File: src/sv/golu_pkg.sv
// Shared constants and types of the gain/offset linear upsampler.
package golu_pkg;

  localparam int SAMPLE_BITS = 16;
  localparam int MAX_FACTOR  = 64;
  localparam int VALUE_W     = 32;
  localparam int FACTOR_W    = 7;
  localparam int CFG_IDX_W   = 2;
  localparam int CFG_DATA_W  = 32;
  localparam int DIFF_W      = VALUE_W + 1;
  localparam int PROD_W      = SAMPLE_BITS + VALUE_W;
  localparam int SUM_W       = PROD_W + 1;
  localparam int DIV_STEPS   = DIFF_W;
  localparam int DIV_CNT_W   = $clog2(DIV_STEPS + 1);
  localparam int QUEUE_DEPTH = 2;
  localparam int QPTR_W      = $clog2(QUEUE_DEPTH);
  localparam int QCNT_W      = $clog2(QUEUE_DEPTH + 1);

  typedef enum logic [CFG_IDX_W-1:0] {
    REG_GAIN   = 2'd0,
    REG_BIAS   = 2'd1,
    REG_FACTOR = 2'd2
  } cfg_reg_t;

  typedef struct packed {
    logic signed [VALUE_W-1:0] gain;
    logic signed [VALUE_W-1:0] bias;
    logic [FACTOR_W-1:0]       factor;
  } cfg_t;

  // One queued item: endpoints plus |cur-prev| / factor split into quotient and remainder.
  typedef struct packed {
    logic [VALUE_W-1:0]  prev;
    logic [VALUE_W-1:0]  cur;
    logic [DIFF_W-1:0]   qa;
    logic [FACTOR_W-1:0] ra;
    logic                neg;
    logic                have_prev;
    logic [FACTOR_W-1:0] f;
  } job_t;

endpackage

File: src/sv/golu_sample_if.sv
// Input sample channel.
interface golu_sample_if;
  logic                                  valid;
  logic                                  ready;
  logic signed [golu_pkg::SAMPLE_BITS-1:0] sample;

  modport source (output valid, output sample, input ready);
  modport sink (input valid, input sample, output ready);
endinterface

File: src/sv/golu_result_if.sv
// Result channel: scaled or interpolated value with flags.
interface golu_result_if;
  logic                                valid;
  logic                                ready;
  logic signed [golu_pkg::VALUE_W-1:0] value;
  logic                                is_sample;
  logic                                last;

  modport source (output valid, output value, output is_sample, output last, input ready);
  modport sink (input valid, input value, input is_sample, input last, output ready);
endinterface

File: src/sv/golu_front.sv
// Front end: scale and saturate each sample, divide the step by the factor, queue the item.
module golu_front (
  input  logic              clk,
  input  logic              rst,
  input  golu_pkg::cfg_t    cfg,
  golu_sample_if.sink       sample_ch,
  output golu_pkg::job_t    job,
  output logic              job_push,
  input  logic              job_full
);

  typedef enum logic [2:0] {F_IDLE, F_MUL, F_SAT, F_ABS, F_DIV, F_PUSH} state_t;

  localparam int VW = golu_pkg::VALUE_W;
  localparam int DW = golu_pkg::DIFF_W;
  localparam int FW = golu_pkg::FACTOR_W;

  state_t                                  state;
  logic signed [golu_pkg::SAMPLE_BITS-1:0] s_reg;
  logic [FW-1:0]                           f_reg;
  logic signed [golu_pkg::PROD_W-1:0]      prod;
  logic [VW-1:0]                           cur;
  logic [VW-1:0]                           prev;
  logic                                    have_prev;
  logic                                    neg;
  logic [DW-1:0]                           dq;
  logic [FW-1:0]                           rem;
  logic [golu_pkg::DIV_CNT_W-1:0]          cnt;

  logic [FW-1:0]                 f_eff;
  logic [golu_pkg::SUM_W-1:0]    sum;
  logic [golu_pkg::SUM_W-VW:0]   sum_top;
  logic [VW-1:0]                 sat_cur;
  logic [DW-1:0]                 diff;
  logic [DW-1:0]                 mag;
  logic [FW:0]                   rem_s;
  logic [FW:0]                   rem_sub;
  logic                          ge;

  always_comb begin
    if (cfg.factor == '0) begin
      f_eff = FW'(1);
    end else if (cfg.factor > FW'(golu_pkg::MAX_FACTOR)) begin
      f_eff = FW'(golu_pkg::MAX_FACTOR);
    end else begin
      f_eff = cfg.factor;
    end
  end

  // Clamp the exact sum to the signed 32-bit range.
  always_comb begin
    sum = {prod[golu_pkg::PROD_W-1], prod}
        + {{(golu_pkg::SUM_W-VW){cfg.bias[VW-1]}}, cfg.bias};
    sum_top = sum[golu_pkg::SUM_W-1:VW-1];
    if ((&sum_top) || ~(|sum_top)) begin
      sat_cur = sum[VW-1:0];
    end else if (sum[golu_pkg::SUM_W-1]) begin
      sat_cur = {1'b1, {(VW-1){1'b0}}};
    end else begin
      sat_cur = {1'b0, {(VW-1){1'b1}}};
    end
  end

  always_comb begin
    diff = {cur[VW-1], cur} - {prev[VW-1], prev};
    mag  = diff[DW-1] ? (~diff + DW'(1)) : diff;
  end

  // One restoring division step per cycle.
  always_comb begin
    rem_s   = {rem, dq[DW-1]};
    rem_sub = rem_s - {1'b0, f_reg};
    ge      = rem_s >= {1'b0, f_reg};
  end

  assign sample_ch.ready = (state == F_IDLE);
  assign job_push        = (state == F_PUSH) && !job_full;
  assign job.prev        = prev;
  assign job.cur         = cur;
  assign job.qa          = dq;
  assign job.ra          = rem;
  assign job.neg         = neg;
  assign job.have_prev   = have_prev;
  assign job.f           = f_reg;

  always_ff @(posedge clk) begin
    if (rst) begin
      state     <= F_IDLE;
      prev      <= '0;
      have_prev <= 1'b0;
    end else begin
      case (state)
        F_IDLE: begin
          if (sample_ch.valid) begin
            s_reg <= sample_ch.sample;
            f_reg <= f_eff;
            state <= F_MUL;
          end
        end
        F_MUL: begin
          prod  <= s_reg * cfg.gain;
          state <= F_SAT;
        end
        F_SAT: begin
          cur   <= sat_cur;
          state <= F_ABS;
        end
        F_ABS: begin
          neg   <= diff[DW-1];
          dq    <= mag;
          rem   <= '0;
          cnt   <= '0;
          state <= F_DIV;
        end
        F_DIV: begin
          dq  <= {dq[DW-2:0], ge};
          rem <= ge ? rem_sub[FW-1:0] : rem_s[FW-1:0];
          cnt <= cnt + 1'b1;
          if (cnt == golu_pkg::DIV_CNT_W'(golu_pkg::DIV_STEPS - 1)) begin
            state <= F_PUSH;
          end
        end
        F_PUSH: begin
          // Hold until the queue has room.
          if (!job_full) begin
            prev      <= cur;
            have_prev <= 1'b1;
            state     <= F_IDLE;
          end
        end
        default: state <= F_IDLE;
      endcase
    end
  end

endmodule

File: src/sv/golu_queue.sv
// Short queue of items between front and back end.
module golu_queue (
  input  logic           clk,
  input  logic           rst,
  input  logic           push,
  input  golu_pkg::job_t push_job,
  output logic           full,
  input  logic           pop,
  output golu_pkg::job_t pop_job,
  output logic           empty
);

  golu_pkg::job_t                  mem [golu_pkg::QUEUE_DEPTH];
  logic [golu_pkg::QPTR_W-1:0]     wr_ptr;
  logic [golu_pkg::QPTR_W-1:0]     rd_ptr;
  logic [golu_pkg::QCNT_W-1:0]     count;

  assign full    = (count == golu_pkg::QCNT_W'(golu_pkg::QUEUE_DEPTH));
  assign empty   = (count == '0);
  assign pop_job = mem[rd_ptr];

  always_ff @(posedge clk) begin
    if (push && !full) begin
      mem[wr_ptr] <= push_job;
    end
  end

  always_ff @(posedge clk) begin
    if (rst) begin
      wr_ptr <= '0;
      rd_ptr <= '0;
      count  <= '0;
    end else begin
      if (push && !full) begin
        wr_ptr <= wr_ptr + 1'b1;
      end
      if (pop && !empty) begin
        rd_ptr <= rd_ptr + 1'b1;
      end
      case ({push && !full, pop && !empty})
        2'b10:   count <= count + 1'b1;
        2'b01:   count <= count - 1'b1;
        default: count <= count;
      endcase
    end
  end

endmodule

File: src/sv/golu_back.sv
// Back end: walk the interpolated points of one item, then the sample itself.
module golu_back (
  input  logic           clk,
  input  logic           rst,
  input  golu_pkg::job_t job,
  input  logic           job_empty,
  output logic           job_pop,
  golu_result_if.source  result_ch
);

  typedef enum logic {B_IDLE, B_RUN} state_t;

  localparam int VW = golu_pkg::VALUE_W;
  localparam int DW = golu_pkg::DIFF_W;
  localparam int FW = golu_pkg::FACTOR_W;

  state_t          state;
  golu_pkg::job_t  cj;
  logic [FW-1:0]   j;
  logic [DW-1:0]   acc_q;
  logic [FW-1:0]   acc_r;
  logic            out_valid;
  logic [VW-1:0]   out_value;
  logic            out_is_sample;
  logic            out_last;

  logic            out_load;
  logic [VW+1:0]   ext_prev;
  logic [VW+1:0]   qx;
  logic [VW+1:0]   point;
  logic [FW:0]     r2;
  logic [FW:0]     r2_sub;
  logic            wrap;
  logic [DW:0]     qsum;

  always_comb begin
    ext_prev = {{2{cj.prev[VW-1]}}, cj.prev};
    qx       = {1'b0, acc_q};
    point    = cj.neg ? (ext_prev - qx) : (ext_prev + qx);
    r2       = {1'b0, acc_r} + {1'b0, cj.ra};
    r2_sub   = r2 - {1'b0, cj.f};
    wrap     = r2 >= {1'b0, cj.f};
    qsum     = {1'b0, acc_q} + {1'b0, cj.qa} + (DW+1)'(wrap);
  end

  assign out_load            = !out_valid || result_ch.ready;
  assign job_pop             = (state == B_IDLE) && !job_empty;
  assign result_ch.valid     = out_valid;
  assign result_ch.value     = out_value;
  assign result_ch.is_sample = out_is_sample;
  assign result_ch.last      = out_last;

  always_ff @(posedge clk) begin
    if (rst) begin
      state     <= B_IDLE;
      out_valid <= 1'b0;
    end else begin
      case (state)
        B_IDLE: begin
          if (out_load) begin
            out_valid <= 1'b0;
          end
          if (!job_empty) begin
            cj    <= job;
            j     <= FW'(1);
            acc_q <= job.qa;
            acc_r <= job.ra;
            state <= B_RUN;
          end
        end
        B_RUN: begin
          if (out_load) begin
            out_valid <= 1'b1;
            if (cj.have_prev && (j < cj.f)) begin
              out_value     <= point[VW-1:0];
              out_is_sample <= 1'b0;
              out_last      <= 1'b0;
              // Advance the running quotient of j*|diff|/f.
              j     <= j + 1'b1;
              acc_q <= qsum[DW-1:0];
              acc_r <= wrap ? r2_sub[FW-1:0] : r2[FW-1:0];
            end else begin
              out_value     <= cj.cur;
              out_is_sample <= 1'b1;
              out_last      <= 1'b1;
              state         <= B_IDLE;
            end
          end
        end
        default: state <= B_IDLE;
      endcase
    end
  end

endmodule

File: src/sv/gain_offset_linear_upsampler_top.sv
// Top level: configuration registers, front end, item queue and back end.
//
// Usage: samples enter on sample_ch (valid/ready). Each is scaled to
// sample*gain+bias in Q16.16 and clamped to 32 bits. Every sample after the
// first produces factor-1 linearly interpolated points on result_ch (factor
// 0 acts as 1, above 64 as 64), then the scaled sample (is_sample=1,
// last=1). The first sample after reset produces only its scaled value.
// The delay from an accepted sample to its first result is set mostly by
// the 1-bit-per-cycle divider (33 steps). The front end takes a new sample
// only after it has pushed the previous item; the back end emits one result
// per cycle while the receiver is ready, then returns to idle to pick up the
// next queued item. A two-entry queue lets the front end work on the next
// sample while the back end emits.
// Registers are written on cfg_we with cfg_index: 0 gain, 1 bias, 2 factor;
// other indexes are ignored. Write them only while the block is idle.
// Reset (rst, synchronous): gain 1.0, bias 0, factor 1, no previous sample.
// A stalled receiver holds the output register; the queue then fills and
// sample_ch.ready drops until results drain.
module gain_offset_linear_upsampler_top (
  input  logic                               clk,
  input  logic                               rst,
  input  logic                               cfg_we,
  input  logic [golu_pkg::CFG_IDX_W-1:0]     cfg_index,
  input  logic [golu_pkg::CFG_DATA_W-1:0]    cfg_data,
  golu_sample_if.sink                        sample_ch,
  golu_result_if.source                      result_ch
);

  golu_pkg::cfg_t cfg;
  golu_pkg::job_t push_job;
  golu_pkg::job_t pop_job;
  logic           push;
  logic           full;
  logic           pop;
  logic           empty;

  always_ff @(posedge clk) begin
    if (rst) begin
      cfg.gain   <= golu_pkg::VALUE_W'(65536);
      cfg.bias   <= '0;
      cfg.factor <= golu_pkg::FACTOR_W'(1);
    end else if (cfg_we) begin
      case (cfg_index)
        golu_pkg::REG_GAIN:   cfg.gain   <= cfg_data[golu_pkg::VALUE_W-1:0];
        golu_pkg::REG_BIAS:   cfg.bias   <= cfg_data[golu_pkg::VALUE_W-1:0];
        golu_pkg::REG_FACTOR: cfg.factor <= cfg_data[golu_pkg::FACTOR_W-1:0];
        default: ;
      endcase
    end
  end

  golu_front u_front (
    .clk       (clk),
    .rst       (rst),
    .cfg       (cfg),
    .sample_ch (sample_ch),
    .job       (push_job),
    .job_push  (push),
    .job_full  (full)
  );

  golu_queue u_queue (
    .clk      (clk),
    .rst      (rst),
    .push     (push),
    .push_job (push_job),
    .full     (full),
    .pop      (pop),
    .pop_job  (pop_job),
    .empty    (empty)
  );

  golu_back u_back (
    .clk       (clk),
    .rst       (rst),
    .job       (pop_job),
    .job_empty (empty),
    .job_pop   (pop),
    .result_ch (result_ch)
  );

endmodule

File: src/flat_wrapper.sv
// flat-port wrapper written by rule: the top's interface ports become plain ports
module gain_offset_linear_upsampler_top_flat 
  (clk, rst, cfg_we, cfg_index, cfg_data, sample_ch_valid, sample_ch_sample, sample_ch_ready, result_ch_valid, result_ch_value, result_ch_is_sample, result_ch_last, result_ch_ready);
  golu_sample_if sample_ch_i ();
  golu_result_if result_ch_i ();
  input  logic clk;
  input  logic rst;
  input  logic cfg_we;
  input  logic [golu_pkg::CFG_IDX_W-1:0] cfg_index;
  input  logic [golu_pkg::CFG_DATA_W-1:0] cfg_data;
  input wire logic [$bits(sample_ch_i.valid)-1:0] sample_ch_valid;
  input wire logic [$bits(sample_ch_i.sample)-1:0] sample_ch_sample;
  output wire logic [$bits(sample_ch_i.ready)-1:0] sample_ch_ready;
  output wire logic [$bits(result_ch_i.valid)-1:0] result_ch_valid;
  output wire logic [$bits(result_ch_i.value)-1:0] result_ch_value;
  output wire logic [$bits(result_ch_i.is_sample)-1:0] result_ch_is_sample;
  output wire logic [$bits(result_ch_i.last)-1:0] result_ch_last;
  input wire logic [$bits(result_ch_i.ready)-1:0] result_ch_ready;
  assign sample_ch_i.valid = sample_ch_valid;
  assign sample_ch_i.sample = sample_ch_sample;
  assign sample_ch_ready = sample_ch_i.ready;
  assign result_ch_valid = result_ch_i.valid;
  assign result_ch_value = result_ch_i.value;
  assign result_ch_is_sample = result_ch_i.is_sample;
  assign result_ch_last = result_ch_i.last;
  assign result_ch_i.ready = result_ch_ready;
  gain_offset_linear_upsampler_top u_core (.clk(clk), .rst(rst), .cfg_we(cfg_we), .cfg_index(cfg_index), .cfg_data(cfg_data), .sample_ch(sample_ch_i), .result_ch(result_ch_i));
endmodule
File: config.mk
export PLATFORM = sky130hd
export DESIGN_NAME = gain_offset_linear_upsampler_top_flat
export DESIGN_NICKNAME = d
export VERILOG_FILES = /design/src/sv/golu_pkg.sv /design/src/sv/golu_sample_if.sv /design/src/sv/golu_result_if.sv /design/src/sv/golu_front.sv /design/src/sv/golu_queue.sv /design/src/sv/golu_back.sv /design/src/sv/gain_offset_linear_upsampler_top.sv /design/src/flat_wrapper.sv
export SDC_FILE = /design/constraint.sdc
export NUM_CORES = 2
export LEC_CHECK = 0
export ABC_AREA = 1
export CORE_MARGIN = 5
export CORE_UTILIZATION = 25
export CTS_CLUSTER_DIAMETER = 200
export DETAILED_ROUTE_END_ITERATION = 6
export DONT_BUFFER_PORTS = 1
export PLACE_DENSITY_LB_ADDON = 0.2
export SYNTH_ARGS = -nofsm -noshare
export SYNTH_HDL_FRONTEND = slang
export SYNTH_SLANG_ARGS = --single-unit
File: constraint.sdc
create_clock -name clk -period 13.83 [get_ports clk]
set_clock_uncertainty 0.15 [all_clocks]
set_input_delay 2.766 -clock clk [delete_from_list [all_inputs] [get_ports clk]]
set_output_delay 2.766 -clock clk [all_outputs]
set_load 0.05 [all_outputs]
Yosys cells after proc, flatten, opt, wreduce, memory -nomap -nowiden
Memory sizes are Yosys's and may differ from the RTL's. A register that Yosys moved wholly into a read port is not among the register bits.
Cells that the tools add are included.
{"block": "totals", "word_cells": 151, "reg_bits": 456, "ramBits": 226, "mem_count": 1, "in_bits": 55, "out_inout_bits": 36}
{"name": "u_core.u_queue.mem", "words": 2, "width": 113, "rd": 1, "rd_ports_with_merged_regs": 1, "wr": 1, "line": "golu_queue.sv:13", "text": "golu_pkg::job_t mem [golu_pkg::QUEUE_DEPTH];"}
{"block": "op_classes", "n_reduce_logical": 33, "n_mul": 1, "muxes": 40, "n_bitwise": 6, "magnitude_cmp": 4, "n_eq_ne": 18, "n_addsub": 16}
{"operator": "$mux 33", "n": 4}
{"operator": "$pmux 33 s2", "n": 2}
{"operator": "$mux 32", "n": 4}
{"operator": "$mux 7", "n": 9}
{"operator": "$add 48x32->49", "n": 1}
{"operator": "$mul 16x32->48", "n": 1}
{"operator": "$pmux 7 s2", "n": 3}
{"operator": "$add 33x1->33", "n": 1}
{"operator": "$add 33x1->33 const B", "n": 1}
{"operator": "$add 33x33->33", "n": 1}
{"operator": "$not 33->33", "n": 1}
{"operator": "$sub 32x32->33", "n": 1}
{"operator": "$add 32x32->32", "n": 1}
{"operator": "$sub 32x32->32", "n": 1}
{"operator": "$pmux 3 s6", "n": 1}
{"operator": "$reduce_and 18->1", "n": 1}
{"operator": "$reduce_and 2->1", "n": 9}
{"operator": "$reduce_or 18->1", "n": 1}
{"operator": "$ge 8x7->1", "n": 2}
{"operator": "$sub 7x7->7", "n": 2}
{"operator": "$pmux 6 s2", "n": 1}
{"operator": "$reduce_and 3->1", "n": 4}
{"operator": "$mux 1", "n": 10}
{"operator": "$ne 2x2->1 const B", "n": 5}
{"operator": "other kinds (28)", "n": 51}

Depth between registers and ports, before layout
{"block": "logic_depth", "ltp_word": 6, "depth_mapped": 30, "mapped_depth_nobuf": 28}

Modules after synthesis
A second synthesis with hierarchy kept.
{"block": "hier_totals", "hier_cells": 7030, "area_unflattened_um2": 57918.0}
{"module": "golu_front", "n_inst": 1, "seq_area_each_um2": 5225.0, "area_each_um2": 33079.2, "cells_per_inst": 4503}
{"module": "golu_back", "n_inst": 1, "seq_area_each_um2": 5775.5, "area_each_um2": 13093.8, "cells_per_inst": 1679}
{"module": "golu_queue", "n_inst": 1, "seq_area_each_um2": 6886.6, "area_each_um2": 8692.1, "cells_per_inst": 392}
{"module": "gain_offset_linear_upsampler_top", "n_inst": 1, "seq_area_each_um2": 1421.4, "area_each_um2": 3052.9, "cells_per_inst": 456}

Least setup slack after synthesis
No wires, ideal clock.
{"block": "synth_path", "path_type": "input to register", "startpoint": "input rst", "endpoint": "register u_core.u_back.cj[0] in the netlist's numbering, enable pin", "setup_ns": 0.720, "t_required_ns": 12.960, "path_slack_ns": 2.333, "path_buffers": 1, "path_stages": 2, "t_arrival_ns": 10.627, "cell_sequence": "clkbuf_1 > nor3_1"}
{"block": "synth_via", "elab_chain_len": 2}
{"item": "start: declaration", "line": "flat_wrapper.sv:7", "text": "input logic rst;"}
{"item": "$not 1->1 (no line)"}
{"item": "$reduce_and 3->1 (no line)"}
{"item": "end signal: assignment", "line": "golu_back.sv:64", "text": "cj <= job;"}
{"item": "end: declaration", "line": "golu_back.sv:18", "text": "golu_pkg::job_t cj;"}
No other way between the ends.
A chain may end at the register's enable or synchronous reset.

Worst setup path in the final report
{"block": "layout_path", "startpoint": "register u_core.cfg[70] (netlist name)", "endpoint": "register u_core.u_front.prod[40] in the netlist's numbering, data pin"}
{"block": "layout_via", "elab_chain_len": 1}
{"item": "$mul 16x32->48", "line": "golu_front.sv:101", "text": "prod <= s_reg * cfg.gain;"}
{"item": "end signal: assignment", "line": "golu_front.sv:101"}
{"item": "end: declaration", "line": "golu_front.sv:21", "text": "logic signed [golu_pkg::PROD_W-1:0] prod;"}
No other way between the ends.

==> metrics.md <==
| Metric | Value |
|---|---|
| CP most frequent cell | fa_1 |
| Total CTS buffers | 80 |
| Worst path bufs/invs | 2 |
| Worst rel slew slack | 25.61% |
| Die ar. | roughly 230000 um^2 |
| Cells along the critical path | nand2_1 > inv_1 > fa_1 > fa_1 > fa_1 > fa_1 > fa_1 > fa_1 > ha_1 > nand2_1 > nor2_1 > inv_1 > nor4_1 > nand3_1 > o211ai_1 > xor2_1 |
| WS Path Type | flip-flop to flip-flop |
| Global-route wire length before repair | 258.2 mm |
| Critical path peak fanout | 17 |
| Initial antenna violation count | 8 |
| Arrival @ worst endpoint | ~7.4 ns |
| Clock root buffer master | clkbuf_16 |
| ANT nets after route | 0 |
| CTS sink cnt | 679 |
| Most frequent cells in the layout | nand2_1, inv_1, edfxtp_1, nor2_1, fa_1 |
| Grt total ovfl | 0 |
| Main area contributors after synthesis | edfxtp_1, fa_1, nand2_1, inv_1, ha_1 |
| Unrepaired setup endpoints after global routing | no |
| Fin crit share | 51.51% |
| CP top delay family | adder cells |
| Die Y | between 400 and 500 um |
| Setup TNS | 0 ns |
| CP Launch Point | u_core.cfg[70] |
| Die width | 479.4 um |
| Clk_lat worst skew | 0.70 ns |
| First-pass detailed-route iteration total | 6 |
| Site Rows | 172 |
| Clock transition at path regs | 0.06 ns |
| CTS resizes | 0 |
| Maxcap violations | 0 |
| Vias in the first global route | 41905 |
| Maximum clock insertion buffer count | 3 |
| Port bufs | 0 |
| Routed vias/inst | 4.423 |
| Post-route DRC | 0 |
| Post-DP HPWL | 134.5 mm |
| Maximum vdd drop | 0.1800 mV |
| Nets | 7183 |
| Slew Limit Fails | 0 |
| Synth Warn # | 0 |
| Crit end category | flip-flop |
| CTS tree | yes |
| Reg-to-reg critical path endpoint | u_core.u_front.prod[40] |
| Final Hold Fails | 0 |
| Hold Buf Count CTS | 0 |
| Library cells used by synthesis | 56 |
| HP Class | flip-flop to flip-flop |
| Area delta synth->final | 10.80% |
| CP peak stage delay | 0.90 ns |
| Largest net degree at the start of global routing | 72 |
| Worst-Margin Slew | between 1 and 1.5 ns |
| Commonest non-fill, non-tap cell in the layout | nand2_1 |
| Via Count | approximately 41000 |
| P_leak | 28.00 nW |
| Fin crit period | 7.124 ns |
| Finish-stage setup viols | 0 |
| Largest area contributor in the netlist | edfxtp_1 |
| Ys async rst share | 0% |
| Status | completed |
| Highest clock rate | 140.4 MHz |
| Top-area cell type share of the netlist area | 30.81% |
| Layout cell share with drive strength beyond 1 | 5.257% |
| H-tree levels | 3 |
| Syn Nets | 7249 |
| Startpoint types | flip-flop |
| Most used DFF post-synth | edfxtp_1 |
| Hold_ws | slightly below 0.3 ns |
| Setup slack, reg-to-reg | 6.71 ns |
| Initial Util | 25.09% |
| Pwr dens | ~200 nW/um^2 |
| Max reg flops | 224 |
| Sequential-to-total area share from yosys stat | 34.95% |
| Critical path depth | 16 |
| Post-CTS Setup Bufs | 0 |
| Placer Congestion | 0.9068 |
| Mapped Area | approximately 55000 um^2 |
| Most flop-heavy register | u_core.u_queue.mem |
| Ports | slightly above 90 |
| Cells after Synth | 6412 |
| Setup crit end | u_core.u_front.prod[40] |
| Final Routed Wirelength | 169.1 mm |
| GRT Overall Usage | 14.53% |
| Initial DRC Count | 2374 |
| Seq cells post-synth | 679 |
| Register-to-Register Path Depth | 16 |
| WL/cell | 18.22 um |
| CP Data Required Time | ~14 ns |
| Reg-to-Reg Start | u_core.cfg[70] |
| Core Area | roughly 220000 um^2 |
| Syn_area_per_cell | 8.589 um^2 |
| Slowest CP cell | fa_1 |
| Biggest regs | u_core.u_queue.mem (224), u_core.u_back.cj (112), u_core.cfg (71) |
| Post-synth EDFFs | 565 |
==> kinds of logic (layout without fill, tap and decap cells) <==
| family | after synthesis | in the layout | share of synthesized area [%] |
|---|---|---|---|
| fa+ha+maj | 782 | 782 | 24.50 |
| xor+xnor | 192 | 192 | 3.108 |
| other cells | 0 | 3 | 0 |
| compound gates | 755 | 755 | 7.425 |
| buf+inv | 1517 | 1515 | 10.45 |
| flops | 679 | 679 | 34.95 |
| mux | 107 | 107 | 2.181 |
| simple gates | 2380 | 2380 | 17.39 |
==> synth_stat cells, types with 7 or more instances <==
library cell     n
o21a_1          24
nor4_1          10
inv_1         1313
nor3_1          47
dfxtp_1        114
xor2_1         119
nor2_1         524
mux2_2         104
and2_1           9
or2_2           25
a21oi_1        297
nand3b_1        10
buf_4            7
edfxtp_1       565
o21bai_1        10
o211ai_1        11
o21ai_1         12
nand4_1         54
o21ai_0        310
clkbuf_1       186
nand2_1       1500
a21o_1          18
a31oi_1         43
nand3_1        179
xnor2_1         69
fa_1           494
ha_1           288
==> worst min-delay path by stage <==
stage | end | cells after the start | slack (ns) | from
CTS | flip-flop | 1 | 0.29 | u_core.u_queue.rd_ptr
global placement | flip-flop | 1 | 0.28 | u_core.u_queue.rd_ptr
finish | flip-flop | 1 | 0.29 | u_core.u_queue.rd_ptr
detailed placement | flip-flop | 1 | 0.28 | u_core.u_queue.rd_ptr
global route | flip-flop | 1 | 0.32 | u_core.u_queue.rd_ptr
floorplan | u_core.u_queue.mem[0][8] | 0 | 0.27 | u_core.u_front.neg
==> metrics by stage <==
| step | instance area (um^2) | power, mW | setup WS [ns] | instances | util, % |
|---|---|---|---|---|---|
| final | 61020 | 11.90 | 6.706 | 9284 | 27.80 |
| after global routing | 61020 | 12.98 | 6.328 | 9283 | 27.80 |
| after CTS | 61010 | 12.12 | 6.586 | 9281 | 27.80 |
| after detailed placement | 58340 | 9.842 | 6.626 | 9135 | 26.58 |
| after global placement | 58340 | 9.846 | 6.530 | 9135 | 26.58 |
| after floorplan | 55070 | 7.738 | 2.333 | 6412 | - |
==> area by class of cell <==
cell class,count,area (um^2)
Antenna cell,3,7.507
Clock buffer,105,2188
Clock inverter,41,485.5
Fill cell,23547,158500
Inverter,1317,4945
Multi-Input combinational cell,4216,30160
Sequential cell,679,19250
Tap cell,2871,3592
Timing Repair Buffer,52,390.4
==> power by group <==
group          switching, mW  internal [mW]
combinational           4.33           2.22
clock                  0.934           1.26
sequential             0.301           2.86
==> worst reg2reg max path: cells and delay by family, from the launching register on <==
family / cells / cell delay [ns]
AOI/OAI and AO/OA: 1 / 0.43
buffers and inverters: 2 / 0.29
adders and majority gates: 7 / 3.79
and+or+nand+nor: 5 / 1.28
xor gates and xnor gates: 1 / 0.13
DFF: 1 / 0.76
==> per-layer routing <==
metal	share of wire (%)	up-vias	track usage [%]
met5	0.016	-	0
met4	2.1	4	3.380
met3	3.8	170	1.901
met2	49	757	25.31
met1	45	20145	19.16
li1	-	19991	-
No activity file was read; power rests on OpenSTA's default activity.
